===== src/sst_pkg.sv =====
// Shared types, codes and constants of the subscriber table.
package sst_pkg;

	localparam int DEF_ENTRIES = 8;

	localparam int CMD_W   = 2;
	localparam int IP_W    = 32;
	localparam int PORT_W  = 16;
	localparam int TICK_W  = 32;
	localparam int STAT_W  = 3;
	localparam int COUNT_W = 7;
	localparam int IVL_W   = 16;

	localparam int CFG_IDX_W  = 2;
	localparam int CFG_DATA_W = 32;

	localparam logic [CFG_IDX_W-1:0] CFG_TIMEOUT  = 2'd0;
	localparam logic [CFG_IDX_W-1:0] CFG_INTERVAL = 2'd1;

	localparam logic [TICK_W-1:0] TIMEOUT_RST  = TICK_W'(30 * 1000);
	localparam logic [IVL_W-1:0]  INTERVAL_RST = IVL_W'(25 * 10);

	localparam logic [CMD_W-1:0] CMD_SUBSCRIBE   = 2'd0;
	localparam logic [CMD_W-1:0] CMD_UNSUBSCRIBE = 2'd1;
	localparam logic [CMD_W-1:0] CMD_PACKET      = 2'd2;
	localparam logic [CMD_W-1:0] CMD_FRAME       = 2'd3;

	localparam logic [STAT_W-1:0] RS_REFRESHED = 3'd0;
	localparam logic [STAT_W-1:0] RS_ADDED     = 3'd1;
	localparam logic [STAT_W-1:0] RS_REMOVED   = 3'd2;
	localparam logic [STAT_W-1:0] RS_FULL      = 3'd3;
	localparam logic [STAT_W-1:0] RS_NOT_FOUND = 3'd4;
	localparam logic [STAT_W-1:0] RS_DEST      = 3'd5;
	localparam logic [STAT_W-1:0] RS_NOTHING   = 3'd6;
	localparam logic [STAT_W-1:0] RS_EVICTED   = 3'd7;

	typedef struct packed {
		logic [IP_W-1:0]   ip;
		logic [PORT_W-1:0] port;
		logic [TICK_W-1:0] seen;
	} entry_t;

	// slot index width, at least one bit
	function automatic int idx_w(input int n);
		return (n > 1) ? $clog2(n) : 1;
	endfunction

	// width of a counter that can hold n itself
	function automatic int cnt_w(input int n);
		return $clog2(n + 1);
	endfunction

endpackage


===== src/sst_if.sv =====
// Stream channels: command input and result output.
interface sst_cmd_if;
	import sst_pkg::*;
	logic                valid;
	logic                ready;
	logic [CMD_W-1:0]    command;
	logic [IP_W-1:0]     ip_address;
	logic [PORT_W-1:0]   port_number;
	logic [TICK_W-1:0]   now_ticks;

	modport source(output valid, command, ip_address, port_number, now_ticks, input ready);
	modport sink(input valid, command, ip_address, port_number, now_ticks, output ready);
endinterface

interface sst_res_if;
	import sst_pkg::*;
	logic                valid;
	logic                ready;
	logic [STAT_W-1:0]   status;
	logic [IP_W-1:0]     dest_ip;
	logic [PORT_W-1:0]   dest_port;
	logic                last;
	logic [COUNT_W-1:0]  active_count;

	modport source(output valid, status, dest_ip, dest_port, last, active_count, input ready);
	modport sink(input valid, status, dest_ip, dest_port, last, active_count, output ready);
endinterface


===== src/stream_subscriber_table_with_aging_core.sv =====
// Top level of the subscriber table with heartbeat aging.
//
//   channel   dir  handshake      payload
//   cmd       in   valid/ready    command, ip_address, port_number, now_ticks
//   result    out  valid/ready    status, dest_ip, dest_port, last, active_count
//   cfg_*     in   cfg_we only    cfg_index, cfg_data
//
// One command at a time; a scan reads one slot of the entry store per cycle unless a held result stalls it.
// A sweep with evictions scans twice (age check, then report).
// Reset clears valid bits, live count and frame phase; entries need no clear pass.
// A held result stalls a scan at the slot that is reporting; a new command
// is taken while the last result still waits in the output register.
module stream_subscriber_table_with_aging_core #(
	parameter int ENTRIES = sst_pkg::DEF_ENTRIES
) (
	input  logic                            clk,
	input  logic                            arst_n,
	input  logic                            cfg_we,
	input  logic [sst_pkg::CFG_IDX_W-1:0]   cfg_index,
	input  logic [sst_pkg::CFG_DATA_W-1:0]  cfg_data,
	sst_cmd_if.sink                         cmd,
	sst_res_if.source                       result
);
	import sst_pkg::*;

	localparam int IDX_W = idx_w(ENTRIES);

	logic              mem_ren;
	logic [IDX_W-1:0]  mem_raddr;
	entry_t            mem_rdata;
	logic              mem_we;
	logic [IDX_W-1:0]  mem_waddr;
	entry_t            mem_wdata;

	sst_ctrl #(
		.ENTRIES(ENTRIES)
	) u_ctrl (
		.clk       (clk),
		.arst_n    (arst_n),
		.cfg_we    (cfg_we),
		.cfg_index (cfg_index),
		.cfg_data  (cfg_data),
		.cmd       (cmd),
		.result    (result),
		.mem_ren   (mem_ren),
		.mem_raddr (mem_raddr),
		.mem_rdata (mem_rdata),
		.mem_we    (mem_we),
		.mem_waddr (mem_waddr),
		.mem_wdata (mem_wdata)
	);

	sst_mem #(
		.ENTRIES(ENTRIES)
	) u_mem (
		.clk   (clk),
		.ren   (mem_ren),
		.raddr (mem_raddr),
		.rdata (mem_rdata),
		.we    (mem_we),
		.waddr (mem_waddr),
		.wdata (mem_wdata)
	);

endmodule


===== src/sst_mem.sv =====
// Entry store: address, port and heartbeat time per slot, with a registered read.
module sst_mem #(
	parameter int ENTRIES = sst_pkg::DEF_ENTRIES
) (
	input  logic                                clk,
	input  logic                                ren,
	input  logic [sst_pkg::idx_w(ENTRIES)-1:0]  raddr,
	output sst_pkg::entry_t                     rdata,
	input  logic                                we,
	input  logic [sst_pkg::idx_w(ENTRIES)-1:0]  waddr,
	input  sst_pkg::entry_t                     wdata
);
	import sst_pkg::*;

	entry_t mem_q [ENTRIES];
	entry_t rdata_q;

	always_ff @(posedge clk) begin
		if (we) begin
			mem_q[waddr] <= wdata;
		end
		if (ren) begin
			rdata_q <= mem_q[raddr];
		end
	end

	assign rdata = rdata_q;

endmodule


===== src/sst_ctrl.sv =====
// Sequencer: slot scans, valid bits, aging, config registers and result register.
module sst_ctrl #(
	parameter int ENTRIES = sst_pkg::DEF_ENTRIES
) (
	input  logic                                clk,
	input  logic                                arst_n,
	input  logic                                cfg_we,
	input  logic [sst_pkg::CFG_IDX_W-1:0]       cfg_index,
	input  logic [sst_pkg::CFG_DATA_W-1:0]      cfg_data,
	sst_cmd_if.sink                             cmd,
	sst_res_if.source                           result,
	output logic                                mem_ren,
	output logic [sst_pkg::idx_w(ENTRIES)-1:0]  mem_raddr,
	input  sst_pkg::entry_t                     mem_rdata,
	output logic                                mem_we,
	output logic [sst_pkg::idx_w(ENTRIES)-1:0]  mem_waddr,
	output sst_pkg::entry_t                     mem_wdata
);
	import sst_pkg::*;

	localparam int IDX_W = idx_w(ENTRIES);
	localparam int CNT_W = cnt_w(ENTRIES);
	localparam logic [CNT_W-1:0] ENT_N = CNT_W'(ENTRIES);
	localparam logic [CNT_W-1:0] ONE_N = CNT_W'(1);

	localparam logic [2:0] S_IDLE = 3'd0;
	localparam logic [2:0] S_SCAN = 3'd1;
	localparam logic [2:0] S_FIN  = 3'd2;
	localparam logic [2:0] S_ONE  = 3'd3;
	localparam logic [2:0] S_EMIT = 3'd4;

	logic [2:0]          state_q;
	logic [TICK_W-1:0]   timeout_q;
	logic [IVL_W-1:0]    interval_q;
	logic [ENTRIES-1:0]  valid_q;
	logic [ENTRIES-1:0]  evict_q;
	logic [CNT_W-1:0]    live_q;
	logic [IVL_W-1:0]    phase_q;

	logic [CMD_W-1:0]    op_q;
	logic [IP_W-1:0]     ip_q;
	logic [PORT_W-1:0]   port_q;
	logic [TICK_W-1:0]   now_q;

	logic [CNT_W-1:0]    iss_q;
	logic [IDX_W-1:0]    idx_s1;
	logic                pend_s1;
	logic                hit_q;
	logic [IDX_W-1:0]    hit_idx_q;
	logic                free_q;
	logic [IDX_W-1:0]    free_idx_q;
	logic [CNT_W-1:0]    emit_cnt_q;
	logic [CNT_W-1:0]    ev_total_q;
	logic [STAT_W-1:0]   one_status_q;

	logic                out_valid_q;
	logic [STAT_W-1:0]   out_status_q;
	logic [IP_W-1:0]     out_ip_q;
	logic [PORT_W-1:0]   out_port_q;
	logic                out_last_q;
	logic [COUNT_W-1:0]  out_count_q;

	logic                load_ok;
	logic                rd_valid;
	logic                rd_evict;
	logic                scanning;
	logic                need_out;
	logic                consume;
	logic                iss_more;
	logic                issue;
	logic                scan_done;
	logic                key_hit;
	logic [TICK_W-1:0]   age;
	logic                stale;
	logic                accept;
	logic [IVL_W:0]      phase_next;
	logic                phase_wrap;
	logic                res_load;
	logic [STAT_W-1:0]   res_status;
	logic [IP_W-1:0]     res_ip;
	logic [PORT_W-1:0]   res_port;
	logic                res_last;
	logic [CNT_W-1:0]    emit_goal;

	assign load_ok  = !out_valid_q || result.ready;
	assign rd_valid = valid_q[idx_s1];
	assign rd_evict = evict_q[idx_s1];
	assign scanning = (state_q == S_SCAN) || (state_q == S_EMIT);
	assign need_out = pend_s1 &&
		(((state_q == S_SCAN) && (op_q == CMD_PACKET) && rd_valid) ||
		 ((state_q == S_EMIT) && rd_evict));
	assign consume   = pend_s1 && (!need_out || load_ok);
	assign iss_more  = iss_q != ENT_N;
	assign issue     = scanning && iss_more && (!pend_s1 || consume);
	assign scan_done = scanning && !iss_more && (!pend_s1 || consume);

	assign key_hit = rd_valid && (mem_rdata.ip == ip_q) && (mem_rdata.port == port_q);
	// wrapping tick difference
	assign age     = now_q - mem_rdata.seen;
	assign stale   = rd_valid && (age > timeout_q);

	assign cmd.ready  = state_q == S_IDLE;
	assign accept     = cmd.valid && cmd.ready;
	assign phase_next = {1'b0, phase_q} + {{IVL_W{1'b0}}, 1'b1};
	assign phase_wrap = phase_next >= {1'b0, interval_q};

	assign mem_ren   = issue;
	assign mem_raddr = iss_q[IDX_W-1:0];
	assign mem_we    = (state_q == S_FIN) && (op_q == CMD_SUBSCRIBE) && (hit_q || free_q);
	assign mem_waddr = hit_q ? hit_idx_q : free_idx_q;
	assign mem_wdata = '{ip: ip_q, port: port_q, seen: now_q};

	assign emit_goal = (state_q == S_EMIT) ? ev_total_q : live_q;

	always_comb begin
		res_load   = 1'b0;
		res_status = one_status_q;
		res_ip     = '0;
		res_port   = '0;
		res_last   = 1'b1;
		if (state_q == S_ONE) begin
			res_load = load_ok;
		end else if (need_out && consume) begin
			res_load   = 1'b1;
			res_status = (state_q == S_EMIT) ? RS_EVICTED : RS_DEST;
			res_ip     = mem_rdata.ip;
			res_port   = mem_rdata.port;
			res_last   = (emit_cnt_q + ONE_N) == emit_goal;
		end
	end

	always_ff @(posedge clk or negedge arst_n) begin
		if (!arst_n) begin
			state_q     <= S_IDLE;
			timeout_q   <= TIMEOUT_RST;
			interval_q  <= INTERVAL_RST;
			valid_q     <= '0;
			evict_q     <= '0;
			live_q      <= '0;
			phase_q     <= '0;
			iss_q       <= '0;
			pend_s1     <= 1'b0;
			hit_q       <= 1'b0;
			free_q      <= 1'b0;
			emit_cnt_q  <= '0;
			ev_total_q  <= '0;
			out_valid_q <= 1'b0;
		end else begin
			if (cfg_we) begin
				if (cfg_index == CFG_TIMEOUT) begin
					timeout_q <= cfg_data;
				end else if (cfg_index == CFG_INTERVAL) begin
					interval_q <= cfg_data[IVL_W-1:0];
				end
			end

			if (res_load) begin
				out_valid_q <= 1'b1;
			end else if (result.ready) begin
				out_valid_q <= 1'b0;
			end

			// read pipeline: slot index issued, data seen in the next cycle
			if (issue) begin
				idx_s1 <= iss_q[IDX_W-1:0];
				iss_q  <= iss_q + ONE_N;
			end
			pend_s1 <= issue || (pend_s1 && !consume);

			if ((state_q == S_SCAN) && consume) begin
				unique case (op_q)
					CMD_SUBSCRIBE: begin
						if (key_hit && !hit_q) begin
							hit_q     <= 1'b1;
							hit_idx_q <= idx_s1;
						end
						if (!rd_valid && !free_q) begin
							free_q     <= 1'b1;
							free_idx_q <= idx_s1;
						end
					end
					CMD_UNSUBSCRIBE: begin
						if (key_hit && !hit_q) begin
							hit_q     <= 1'b1;
							hit_idx_q <= idx_s1;
						end
					end
					CMD_PACKET: begin
						if (rd_valid) begin
							emit_cnt_q <= emit_cnt_q + ONE_N;
						end
					end
					CMD_FRAME: begin
						if (stale) begin
							evict_q[idx_s1] <= 1'b1;
							valid_q[idx_s1] <= 1'b0;
							live_q          <= live_q - ONE_N;
							ev_total_q      <= ev_total_q + ONE_N;
						end
					end
				endcase
			end
			if ((state_q == S_EMIT) && consume && rd_evict) begin
				emit_cnt_q <= emit_cnt_q + ONE_N;
			end

			unique case (state_q)
				S_IDLE: begin
					if (accept) begin
						op_q       <= cmd.command;
						ip_q       <= cmd.ip_address;
						port_q     <= cmd.port_number;
						now_q      <= cmd.now_ticks;
						iss_q      <= '0;
						hit_q      <= 1'b0;
						free_q     <= 1'b0;
						emit_cnt_q <= '0;
						ev_total_q <= '0;
						evict_q    <= '0;
						one_status_q <= RS_NOTHING;
						unique case (cmd.command)
							CMD_SUBSCRIBE: begin
								state_q <= (cmd.port_number == '0) ? S_ONE : S_SCAN;
							end
							CMD_UNSUBSCRIBE: begin
								state_q <= S_SCAN;
							end
							CMD_PACKET: begin
								state_q <= (live_q == '0) ? S_ONE : S_SCAN;
							end
							CMD_FRAME: begin
								if (live_q == '0) begin
									state_q <= S_ONE;
								end else begin
									phase_q <= phase_wrap ? '0 : phase_next[IVL_W-1:0];
									state_q <= (phase_q == '0) ? S_SCAN : S_ONE;
								end
							end
						endcase
					end
				end
				S_SCAN: begin
					if (scan_done) begin
						state_q <= (op_q == CMD_PACKET) ? S_IDLE : S_FIN;
					end
				end
				S_FIN: begin
					unique case (op_q)
						CMD_SUBSCRIBE: begin
							state_q <= S_ONE;
							if (hit_q) begin
								one_status_q <= RS_REFRESHED;
							end else if (free_q) begin
								valid_q[free_idx_q] <= 1'b1;
								live_q       <= live_q + ONE_N;
								one_status_q <= RS_ADDED;
							end else begin
								one_status_q <= RS_FULL;
							end
						end
						CMD_UNSUBSCRIBE: begin
							state_q <= S_ONE;
							if (hit_q) begin
								valid_q[hit_idx_q] <= 1'b0;
								live_q       <= live_q - ONE_N;
								one_status_q <= RS_REMOVED;
							end else begin
								one_status_q <= RS_NOT_FOUND;
							end
						end
						CMD_FRAME: begin
							if (ev_total_q == '0) begin
								one_status_q <= RS_NOTHING;
								state_q      <= S_ONE;
							end else begin
								iss_q      <= '0;
								emit_cnt_q <= '0;
								state_q    <= S_EMIT;
							end
						end
						CMD_PACKET: begin
							state_q <= S_IDLE;
						end
					endcase
				end
				S_ONE: begin
					if (load_ok) begin
						state_q <= S_IDLE;
					end
				end
				S_EMIT: begin
					if (scan_done) begin
						state_q <= S_IDLE;
					end
				end
				default: begin
					state_q <= S_IDLE;
				end
			endcase
		end
	end

	always_ff @(posedge clk) begin
		if (res_load) begin
			out_status_q <= res_status;
			out_ip_q     <= res_ip;
			out_port_q   <= res_port;
			out_last_q   <= res_last;
			out_count_q  <= COUNT_W'(live_q);
		end
	end

	assign result.valid        = out_valid_q;
	assign result.status       = out_status_q;
	assign result.dest_ip      = out_ip_q;
	assign result.dest_port    = out_port_q;
	assign result.last         = out_last_q;
	assign result.active_count = out_count_q;

`ifndef SYNTHESIS
	a_live_bound: assert property (@(posedge clk) disable iff (!arst_n)
		live_q <= ENT_N)
		else $error("live count above table size");

	a_accept_empty: assert property (@(posedge clk) disable iff (!arst_n)
		accept |-> !pend_s1)
		else $error("command taken with a read in flight");

	a_mem_excl: assert property (@(posedge clk) disable iff (!arst_n)
		mem_we |-> !mem_ren)
		else $error("entry write overlaps a scan read");

	a_evict_count: assert property (@(posedge clk) disable iff (!arst_n)
		(res_load && (res_status == RS_EVICTED)) |-> (ev_total_q != '0))
		else $error("eviction reported with no eviction counted");

	a_evict_disjoint: assert property (@(posedge clk) disable iff (!arst_n)
		(evict_q & valid_q) == '0)
		else $error("evicted slot still marked live");
`endif

endmodule

===== src/flat_wrapper.sv =====
// flat-port wrapper written by rule: the top's interface ports become plain ports
module stream_subscriber_table_with_aging_core_flat import sst_pkg::*;
#(
	parameter int ENTRIES = sst_pkg::DEF_ENTRIES
)
  (clk, arst_n, cfg_we, cfg_index, cfg_data, cmd_valid, cmd_command, cmd_ip_address, cmd_port_number, cmd_now_ticks, cmd_ready, result_valid, result_status, result_dest_ip, result_dest_port, result_last, result_active_count, result_ready);
  sst_cmd_if cmd_i ();
  sst_res_if result_i ();
  input  logic clk;
  input  logic arst_n;
  input  logic cfg_we;
  input  logic [sst_pkg::CFG_IDX_W-1:0] cfg_index;
  input  logic [sst_pkg::CFG_DATA_W-1:0] cfg_data;
  input wire logic [$bits(cmd_i.valid)-1:0] cmd_valid;
  input wire logic [$bits(cmd_i.command)-1:0] cmd_command;
  input wire logic [$bits(cmd_i.ip_address)-1:0] cmd_ip_address;
  input wire logic [$bits(cmd_i.port_number)-1:0] cmd_port_number;
  input wire logic [$bits(cmd_i.now_ticks)-1:0] cmd_now_ticks;
  output wire logic [$bits(cmd_i.ready)-1:0] cmd_ready;
  output wire logic [$bits(result_i.valid)-1:0] result_valid;
  output wire logic [$bits(result_i.status)-1:0] result_status;
  output wire logic [$bits(result_i.dest_ip)-1:0] result_dest_ip;
  output wire logic [$bits(result_i.dest_port)-1:0] result_dest_port;
  output wire logic [$bits(result_i.last)-1:0] result_last;
  output wire logic [$bits(result_i.active_count)-1:0] result_active_count;
  input wire logic [$bits(result_i.ready)-1:0] result_ready;
  assign cmd_i.valid = cmd_valid;
  assign cmd_i.command = cmd_command;
  assign cmd_i.ip_address = cmd_ip_address;
  assign cmd_i.port_number = cmd_port_number;
  assign cmd_i.now_ticks = cmd_now_ticks;
  assign cmd_ready = cmd_i.ready;
  assign result_valid = result_i.valid;
  assign result_status = result_i.status;
  assign result_dest_ip = result_i.dest_ip;
  assign result_dest_port = result_i.dest_port;
  assign result_last = result_i.last;
  assign result_active_count = result_i.active_count;
  assign result_i.ready = result_ready;
  stream_subscriber_table_with_aging_core #(.ENTRIES(ENTRIES)) u_core (.clk(clk), .arst_n(arst_n), .cfg_we(cfg_we), .cfg_index(cfg_index), .cfg_data(cfg_data), .cmd(cmd_i), .result(result_i));
endmodule

===== config.mk =====
export PLATFORM = sky130hd
export DESIGN_NAME = stream_subscriber_table_with_aging_core_flat
export DESIGN_NICKNAME = d
export VERILOG_FILES = /design/src/sst_pkg.sv /design/src/sst_if.sv /design/src/stream_subscriber_table_with_aging_core.sv /design/src/sst_mem.sv /design/src/sst_ctrl.sv /design/src/flat_wrapper.sv
export SDC_FILE = /design/constraint.sdc
export NUM_CORES = 1
export LEC_CHECK = 0
export ABC_CLOCK_PERIOD_IN_PS = 5800
export BUFFER_PORTS_ARGS = -buffer_cell sky130_fd_sc_hd__buf_4
export CAP_MARGIN = 20
export CORE_MARGIN = 2
export CORE_UTILIZATION = 39
export DETAILED_ROUTE_END_ITERATION = 10
export SYNTH_ARGS = -nofsm -noshare
export SYNTH_HDL_FRONTEND = slang
export SYNTH_SLANG_ARGS = --single-unit

===== constraint.sdc =====
create_clock -name clk -period 5.8 [get_ports clk]
set_clock_uncertainty 0.2 [all_clocks]
set_input_delay 0.29 -clock clk [delete_from_list [all_inputs] [get_ports clk]]
set_output_delay 0.29 -clock clk [all_outputs]
set_load 0.02 [all_outputs]

==> qor.txt <==
clock slew at the register clock pins of the worst setup and hold paths = 60 ps
DP HPWL = 55600 µm
Worst-Skew Late Latency = 690 ps
synthesized area = 39900 µm²
sw power = 5.88 mW
Power per Cell Area = 428 nW/µm²
Die ar. = 105000 µm²
Filler cells = 8633
HP Class = input pin to asynchronous set/reset pin
path type of the worst setup path = register to register
crit path DAT = 5880 ps
Register-to-Register Path Depth = 21
fmax = 182 MHz
Longest Clk Path Bufs = 3
Nets = 2807
Yosys cell types = 77
pre-CTS setup slack = 196 ps
overflow left after global routing = 0
FFs w/ async S/R, synth = 10.6%
CP endpoint kind = register
fin crit share = 94.6%
total track usage = 18.0%
htree depth = 3
register-to-register setup slack = 320 ps
Total Power = 20.4 mW
total core area = 102000 µm²
clock power share = 31.2%
# DRC = 0
DRT antenna net count = 0
M3 GR Usage = 2.37%
setup ws final = 315 ps
Die Wd = 324 µm
final WL = 93900 µm
final cell count without fillers = 4052
via count = 21300
Seq/Total Area, Yosys = 72.0%
PortBufs = 178
Syn Inst Count = 2250
total CTS buffers = 100
M1 GR Usage = 24.6%
num ports = 182
area delta synth->final = 19.1%
P_leak = 16.4 nW
number of global-route vias before repair = 22100
Max Slew Vio Count = 0
Yosys warning count = 0
largest net degree at the start of global routing = 100
Startpoint Class = register
number of synthesized register bits = 973
most common cell after layout, fill and taps aside = edfxtp_1
final setup vio count = 0
status = complete, no violations
footprint of the multi-input gates = 10500 µm²
worst hold margin = 39.3 ps
FP Rows = 117
Critical Path RT = 6190 ps
MaxCap Viol Count = 0
Die H = 324 µm
CTS sink count = 973
RePlAce Congestion = 0.809
final hold vios = 0
maximum vdd drop = 0.000309 V
Reg area = 28700 µm²
Worst-Margin Slew = 1090 ps
first-pass GRT wire length = 141000 µm
Slew headroom = 26.4%
most frequent cells in the layout = edfxtp_1, buf_4, mux4_2
routed vias/inst = 5.26
1st-iter DRT viols = 2115
Internal = 14.5 mW
reg-to-reg endpoint = u_core.u_ctrl.live_q[1]$_DFF_PN0_
Reg power frac = 44.8%
min cycle time layout = 5480 ps
Post-Place Cells = 3743
Starting Density = 39.3%
Synth Flop Type = edfxtp_1
CTS tree = built
RR Startpoint = u_core.u_ctrl.now_q[0]$_DFFE_PP_
initial antenna violation count = 7
GR peak layer = met2
first-pass detailed-route iteration total = 5
share of layout cells above drive strength 1 = 24.4%
Post-synth EDFFs = 870
Comb pwr share = 24.0%
setup TNS = 0 ps
Avg Inst Size Synth = 17.7 µm²
DR WL/cell = 23.2 µm
CTS root buffer = clkbuf_16
Net Sw Frac = 28.9%
GR Util met2 = 30.6%
unrepaired setup endpoints after global routing = false
critical-path maximum fanout = 24
==> worst max path at each step <==
| stage | end | start | cells past startpoint | slack, ps |
|---|---|---|---|---|
| floorplan | u_core.u_mem.mem_q[2][0]$_DFFE_PP_ | u_core.u_ctrl.state_q[1]$_DFFE_PN0P_ | 6 | 380 |
| global route | u_core.u_ctrl.live_q[1]$_DFF_PN0_ | u_core.u_ctrl.now_q[0]$_DFFE_PP_ | 21 | 100 |
| detailed placement | u_core.u_ctrl.live_q[1]$_DFF_PN0_ | u_core.u_ctrl.now_q[0]$_DFFE_PP_ | 21 | 200 |
| CTS | u_core.u_ctrl.live_q[1]$_DFF_PN0_ | u_core.u_ctrl.now_q[0]$_DFFE_PP_ | 21 | 180 |
| finish | u_core.u_ctrl.live_q[1]$_DFF_PN0_ | u_core.u_ctrl.now_q[0]$_DFFE_PP_ | 21 | 320 |
| global placement | u_core.u_ctrl.live_q[1]$_DFF_PN0_ | u_core.u_ctrl.now_q[0]$_DFFE_PP_ | 21 | 300 |
==> area by class of cell <==
type                       count  share of cell area [%]
timing repair buffer         329                    6.06
sequential                   973                    60.5
multi-input combinational   1084                    22.1
antenna                        1                 0.00527
clock inverter                64                    1.42
inverter                     109                   0.861
tap                         1368                    3.60
clock buffer                 124                    5.46
==> critical path: stages (launching register included) <==
cell,delay [ps]
edfxtp_1,440
inv_1,90
ha_1,160
inv_1,60
fa_1,400
a21o_1,200
a221oi_2,340
o21ai_2,170
a311oi_2,360
o31ai_1,200
a221o_1,350
a21o_1,220
a311oi_2,260
xnor2_1,100
ha_1,300
nand4_1,140
nor4_2,350
o21ai_0,170
a31oi_2,270
buf_12,200
mux2_1,330
o21ai_1,90
==> state kept, by name (all words and copies together) (netlist names), 4 cells and up <==
register and cells:
u_core.u_ctrl.timeout_q 32, u_core.u_mem.mem_q 640, u_core.u_ctrl.port_q 16, u_core.u_ctrl.ev_total_q 4, u_core.u_ctrl.result.dest_ip 32, u_core.u_ctrl.valid_q 8
u_core.u_ctrl.iss_q 4, u_core.u_ctrl.result.active_count 4, u_core.u_ctrl.result.dest_port 16, u_core.u_ctrl.interval_q 16, u_core.u_ctrl.emit_cnt_q 4, u_core.u_ctrl.ip_q 32
u_core.u_ctrl.evict_q 8, u_core.u_ctrl.live_q 4, u_core.u_ctrl.now_q 32, u_core.u_ctrl.phase_q 16, u_core.u_mem.rdata 80
==> cells in the mapped netlist (28+ instances only) <==
cell / number / area (µm²)
ha_1: 88 / 1100
mux2_2: 98 / 1100
o21ai_0: 59 / 295
nor2_1: 67 / 251
a21o_1: 31 / 233
dfrtp_1: 90 / 2250
nand2_1: 92 / 345
nand3_1: 29 / 145
xor2_1: 36 / 315
xnor2_1: 69 / 604
and2_1: 52 / 325
clkbuf_1: 61 / 229
nand4_1: 28 / 175
mux4_2: 162 / 3650
inv_1: 108 / 405
a21oi_1: 62 / 310
edfxtp_1: 870 / 26100
==> power by group through the flow <==
stage | Sequential, mW | Clock (mW) | Combinational, mW
2_1_floorplan | 8.98 | 0 | 3.58
3_3_place_gp | 9.26 | 0 | 4.77
3_5_place_dp | 9.28 | 0 | 4.86
4_1_cts | 9.14 | 6.48 | 4.96
5_1_grt | 9.22 | 6.76 | 5.39
6_report | 9.13 | 6.34 | 4.89
==> stage by stage <==
step                      util, %  cell area, µm²
final                        46.8           47500
after global routing         46.8           47500
after CTS                    46.7           47500
after detailed placement     42.4           43000
after global placement       42.4           43000
after floorplan                 -           39900
==> kinds of logic (layout without fill, tap and decap cells) <==
family | after synthesis | count (layout) | synth area share [%]
DFF | 973 | 973 | 72.0
and+or+nand+nor | 371 | 371 | 4.79
muxes | 272 | 272 | 12.2
AOI/OAI and AO/OA | 244 | 244 | 3.95
buffers and inverters | 195 | 626 | 1.89
xor gates and xnor gates | 105 | 105 | 2.31
adders and majority gates | 89 | 89 | 2.81
other | 1 | 4 | 0.00940
==> metal layers <==
layer  share of wire (%)  wire length, µm
met3                 4.6             4320
met2                  51            47500
met4                 1.6             1490
met5               0.057               54
met1                  43            40600
==> repair_timing <==
item / 4_1_cts / 5_1_grt
hold endpoints to repair: 190 / 0
endpoints found under the setup margin: 0 / 16
hold buffers: 118 / 0
gates resized for setup: 0 / 1
setup buffers: 0 / 2
Note: power is estimated with default switching activity, not from simulation.
